===== config.mk =====
export PLATFORM = sky130hd
export DESIGN_NAME = tpi_mul
export DESIGN_NICKNAME = d
export VERILOG_FILES = /design/src/rtl/core/triangle_plane_intersect_top_defines.svh /design/src/rtl/core/tpi_pkg.sv /design/src/rtl/core/tpi_mul.sv
export SDC_FILE = /design/constraint.sdc
export NUM_CORES = 2
export LEC_CHECK = 0
export ABC_AREA = 1
export ABC_CLOCK_PERIOD_IN_PS = 6700
export BUFFER_PORTS_ARGS = -buffer_cell sky130_fd_sc_hd__buf_4
export CAP_MARGIN = 40
export CORE_UTILIZATION = 60
export CTS_BUF_LIST = sky130_fd_sc_hd__clkbuf_4 sky130_fd_sc_hd__clkbuf_8
export CTS_CLUSTER_SIZE = 20
export DETAILED_ROUTE_END_ITERATION = 8
export PLACE_DENSITY = 0.78
export SLEW_MARGIN = 20
export SYNTH_ARGS = -nofsm -noshare
export SYNTH_HDL_FRONTEND = slang
export SYNTH_SLANG_ARGS = --single-unit

===== constraint.sdc =====
create_clock -name clk -period 6.7 [get_ports clk]
set_input_delay 0.67 -clock clk [delete_from_list [all_inputs] [get_ports clk]]
set_output_delay 0.67 -clock clk [all_outputs]
set_load 0.02 [all_outputs]

===== src/rtl/core/triangle_plane_intersect_top_defines.svh =====
// Assertion macros shared by the triangle/plane intersection RTL.
`ifndef TRIANGLE_PLANE_INTERSECT_TOP_DEFINES_SVH
`define TRIANGLE_PLANE_INTERSECT_TOP_DEFINES_SVH

// Same-cycle implication, checked at every rising clk outside reset
`define TPI_ASSERT_NOW(lbl, ante, cons, msg) \
  lbl: assert property (@(posedge clk) disable iff (rst) (ante) |-> (cons)) \
    else $error(msg);

// Next-cycle implication
`define TPI_ASSERT_NEXT(lbl, ante, cons, msg) \
  lbl: assert property (@(posedge clk) disable iff (rst) (ante) |=> (cons)) \
    else $error(msg);

`endif


===== src/rtl/core/tpi_pkg.sv =====
// Shared constants for the triangle/plane intersection pipeline.
package tpi_pkg;

  // Port field width and default coordinate width
  localparam int FIELD_W         = 32;
  localparam int COORD_WIDTH_DEF = 32;

  // Lanes: first x, first y, second x, second y
  localparam int LANES = 4;

  // Edge codes
  localparam logic [1:0] EDGE_AB = 2'd0;
  localparam logic [1:0] EDGE_BC = 2'd1;
  localparam logic [1:0] EDGE_CA = 2'd2;

endpackage


===== src/rtl/core/tpi_mul.sv =====
// Two-stage unsigned multiplier built from four half-width partial products.
module tpi_mul #(
  parameter int W  = tpi_pkg::COORD_WIDTH_DEF,
  parameter int SW = tpi_pkg::COORD_WIDTH_DEF + 3
) (
  input  logic            clk,
  input  logic            rst,
  input  logic            en,
  input  logic            in_valid,
  input  logic [W:0]      a,
  input  logic [W:0]      b,
  input  logic [W:0]      den,
  input  logic [SW-1:0]   side,
  output logic            valid,
  output logic [2*W+1:0]  prod,
  output logic [W:0]      den_o,
  output logic [SW-1:0]   side_o
);
  localparam int H  = (W + 2) / 2;
  localparam int PW = 4 * H;

  logic [H-1:0]   al, ah, bl, bh;
  logic [2*H-1:0] p00, p01, p10, p11;
  logic [W:0]     den1;
  logic [SW-1:0]  side1;
  logic           v1;
  logic [PW-1:0]  sum;

  // Operand halves
  always_comb begin
    al = a[H-1:0];
    ah = H'(a[W:H]);
    bl = b[H-1:0];
    bh = H'(b[W:H]);
  end

  // Stage 1: partial products
  always_ff @(posedge clk) begin
    if (rst) begin
      v1 <= 1'b0;
    end else if (en) begin
      v1 <= in_valid;
    end
    if (en) begin
      p00   <= al * bl;
      p01   <= al * bh;
      p10   <= ah * bl;
      p11   <= ah * bh;
      den1  <= den;
      side1 <= side;
    end
  end

  // Stage 2: combine
  assign sum = PW'(p00) + ((PW'(p01) + PW'(p10)) << H) + (PW'(p11) << (2 * H));

  always_ff @(posedge clk) begin
    if (rst) begin
      valid <= 1'b0;
    end else if (en) begin
      valid <= v1;
    end
    if (en) begin
      prod   <= sum[2*W+1:0];
      den_o  <= den1;
      side_o <= side1;
    end
  end

endmodule


Yosys cells after proc, flatten, opt, wreduce, memory -nomap -nowiden
Cells that the tools add are included.
- register bits after elaboration: 338
- input port bits: 138
- output and inout bits: 135
- word-level logic and storage cells: 18
- $add $sub $neg: 3
- $mul: 4
- operators by type and width (kind ; count):
    53-bit by 66-bit adder with 66-bit output ; 1
    34-bit by 52-bit adder with 53-bit output ; 1
    34-bit by 34-bit adder with 35-bit output ; 1
    17-bit by 17-bit multiplier with 34-bit output ; 1
    16-bit by 17-bit multiplier with 33-bit output ; 1
    17-bit by 16-bit multiplier with 33-bit output ; 1
    16-bit by 16-bit multiplier with 32-bit output ; 1

Logic depth before layout (Yosys ltp)
- word-level depth: 3
- mapped depth: 28
- gate-level depth less buffers: 26

Worst setup path after synthesis
OpenSTA, ideal clock, no wires.
- path type: input -> register
- from: in a[24]
- to: reg p10[32] (data pin)
- library setup time: 0.252 ns
- data arrival time: 5.460 ns
- required time: 6.448 ns
- path slack: 0.988 ns
- stages: 24
- buffers on the path: 2
- cell sequence: clkbuf_1 -> clkbuf_1 -> nand2_1 -> fa_1 -> inv_1 -> fa_1 -> inv_1 -> fa_1 -> inv_1 -> fa_1 -> fa_1 -> inv_1 -> fa_1 -> inv_1 -> ha_1 -> nand2_1 -> nor2_1 -> inv_1 -> nor3_1 -> nand2_1 -> nand2_1 -> nand2_1 -> nand3b_1 -> nand2_1
- word-level cells in the longest chain between the ends: 1
- RTL lines (what ; line ; text):
    start, declared ; tpi_mul.sv:10 ; input logic [W:0] a,
    16-bit by 17-bit multiplier with 33-bit output ; tpi_mul.sv:47 ; p10 <= ah * bl;
    end signal, assigned ; tpi_mul.sv:47 ;
    end, declared ; tpi_mul.sv:23 ; logic [2*H-1:0] p00, p01, p10, p11;
Every way passes these cells.
A chain may end at the register's enable or synchronous reset.

Final worst setup path
- from: in a[10]
- to: reg p00[18] (data pin)
- word-level cells in the longest chain between the ends: 1
- RTL lines (what ; line ; text):
    17-bit by 17-bit multiplier with 34-bit output ; tpi_mul.sv:45 ; p00 <= al * bl;
    end signal, assigned ; tpi_mul.sv:45 ;
    end, declared ; tpi_mul.sv:23 ;
Every way passes these cells.

==> reports/metrics.csv <==
metric,value,unit
status,"complete, no violations",
NumNets Final,8462,
Worst path slowest cell,fa_1,
worst path arrival time,6.09,ns
antenna violations before repair,9,
final count of hold timing violations,0,
WP data required,7.10,ns
Yosys top cell by area,fa_1,
WP buf/inv,4,
# hold bufs at CTS,0,
Boundary Pins,273,
Synth async-reset ratio,0,%
Initial Utilization,61.00,%
share of layout cells above drive strength 1,5.937,%
CTS Root Cell,clkbuf_8,
TritonCTS Sinks,336,
Seq cells post-synth,336,
vias in the first global route,45580,
RSZ-0062 raised after global routing,false,
Most common cell on crit path,fa_1,
number of port buffers,272,
Syn Inst Count,6912,
Post-Route WL,151000,um
H-tree Lvls,2,
vias,43900,
clk_lat worst skew,0.71,ns
r2r worst-path depth,17,
routed vias/inst,5.344,
critical path depth,18,
Crit. End Element,flop,
Worst-path clk slew,0.06,ns
fin crit period,5.694,ns
"Avg Cell Area, Syn",7.847,um2
clk buf depth,3,
MaxCap Viol Count,0,
fmax,175.6,MHz
Worst Tran Pin Value,1.046,ns
Crit path max-delay family,adder cells,
CTS tree,done,
first-pass iteration count of the detailed router,6,
Mapped Area,54240,um2
GR Overflow Total,0,
top-area cell type share of the netlist area,30.86,%
first-pass GRT wire length,242600,um
GP Congestion,1.009,
post-CTS setup buffers,0,
Total Routing Usage GR,34.31,%
Yosys warnings,0,
Routed Antenna Nets,0,
Post-synth EDFFs,334,
fin crit share,84.98,%
area grow syn2layout,7.188,%
Critical Path Max Stage Delay,0.55,ns
worst rel slew slack,30.24,%
DRC violations left,0,
DR WL/cell,18.39,um
"count leader, synth",nand2_1,
Slew Limit Fails,0,
startpoint types,input port,
DP HPWL,119500,um
Core Region,88920,um2
final setup violation count,0,
hold path depth,1,
Syn Nets,8375,
commonest cells in the synthesized netlist,"nand2_1, inv_1, fa_1",
Die Wd,302.7,um
post_cts resized,0,
Tightest Hold Check Type,input port to flop,
DRT iter0 DRCs,3845,
setup_tns,0,ns
ranking of synthesized cells by area,"fa_1, edfxtp_1, nand2_1",
Setup CP Type,input port to flop,
row count,109,
TritonCTS buffer count,53,
prevailing post-synth register cell,edfxtp_1,
largest fanout on the critical path,33,
die area,91610,um2
Setup Skew,0.05420,ns
"Distinct cells, synth",34,
crit path cell chain,buf_4 -> nand2_1 -> fa_1 -> fa_1 -> fa_1 -> inv_1 -> fa_1 -> fa_1 -> inv_1 -> fa_1 -> inv_1 -> ha_1 -> a21oi_1 -> a21boi_0 -> nand2_1 -> nand2_1 -> nand2_1 -> xor2_1,
largest net degree at the start of global routing,185,
register area share after synthesis,18.56,%
die height,302.7,um
area by class of cell:
cell class / instances / area, um2
clock buffers: 67 / 840.8
inverters: 1865 / 7000
clock inverters: 30 / 324.1
repair buffers: 297 / 2250
flip-flops and latches: 336 / 10070
fillers: 7667 / 30780
well taps: 1165 / 1458
diodes: 9 / 22.52
multi-input cells: 4446 / 36170
cells by family after synthesis:
logic type | Yosys count | synth area share (%)
AO/OA/AOI/OAI | 344 | 3.366
XOR/XNOR | 111 | 1.792
adder cells (fa/ha/maj) | 1325 | 42.14
buffers and inverters | 2130 | 14.74
flip-flops | 336 | 18.56
AND/OR/NAND/NOR | 2666 | 19.40
per-layer routing:
| metal | track usage, % | part of all wire (%) |
|---|---|---|
| met1 | 48.51 | 43 |
| met2 | 52.59 | 43 |
| met3 | 7.440 | 11 |
| met4 | 11.49 | 3.6 |
| met5 | 0 | 0.025 |
registers in the layout, summed over array words and instances, names as in the netlist, 32 cells and up:
name    flops
den1       33
den_o      33
p00        34
p01        33
p10        33
p11        32
prod       66
side1      35
side_o     35
worst register-to-register path: cells and delay by family, from the launching register on:
family	cells	cell delay, ns
xor gates and xnor gates	2	0.51
adders and majority gates	3	1.22
buffers and inverters	1	0.09
DFF	1	0.37
and+or+nand+nor	11	1.44
layout by cell type, fill, tap and decap left out, types with 9 or more instances in the layout:
| cell | n |
|---|---|
| a21oi_1 | 199 |
| ha_1 | 489 |
| buf_4 | 295 |
| nor3_1 | 47 |
| o21bai_1 | 14 |
| clkbuf_8 | 54 |
| clkbuf_4 | 13 |
| xnor2_1 | 19 |
| o21ai_0 | 104 |
| diode_2 | 9 |
| clkinv_2 | 10 |
| nor2_2 | 16 |
| a21o_1 | 9 |
| nand2_1 | 2104 |
| fa_1 | 836 |
| edfxtp_1 | 334 |
| clkinv_1 | 9 |
| nor2_1 | 264 |
| nand3_1 | 168 |
| xor2_1 | 92 |
| nand4_1 | 44 |
| inv_1 | 1863 |
path summary, 6_finish.rpt:
kind | end | start | slack [ns]
max | p00[18]$_DFFE_PP_ | a[10] | 1.01
min | den1[20]$_DFFE_PP_ | den[20] | 0.14
max reg2reg | prod[37]$_DFFE_PP_ | p01[0]$_DFFE_PP_ | 2.85
min reg2reg | den_o[25]$_DFFE_PP_ | den1[25]$_DFFE_PP_ | 0.41
stage by stage:
stage / std cells / utilization [%] / hold WS [ns] / area [um2] / worst slack [ns]
2_1_floorplan: 6912 / - / 0.4003 / 54240 / 0.9881
3_3_place_gp: 8109 / 64.05 / 0.4006 / 56950 / 0.4683
3_5_place_dp: 8109 / 64.05 / 0.4045 / 56950 / 0.4199
4_1_cts: 8206 / 65.36 / 0.09452 / 58120 / 1.168
5_1_grt: 8214 / 65.38 / 0.1113 / 58140 / 0.8054
6_report: 8215 / 65.38 / 0.1448 / 58140 / 1.006
Power is not shown: default switching activity piles up to over one toggle a cycle in this logic, so the estimate is an artifact.
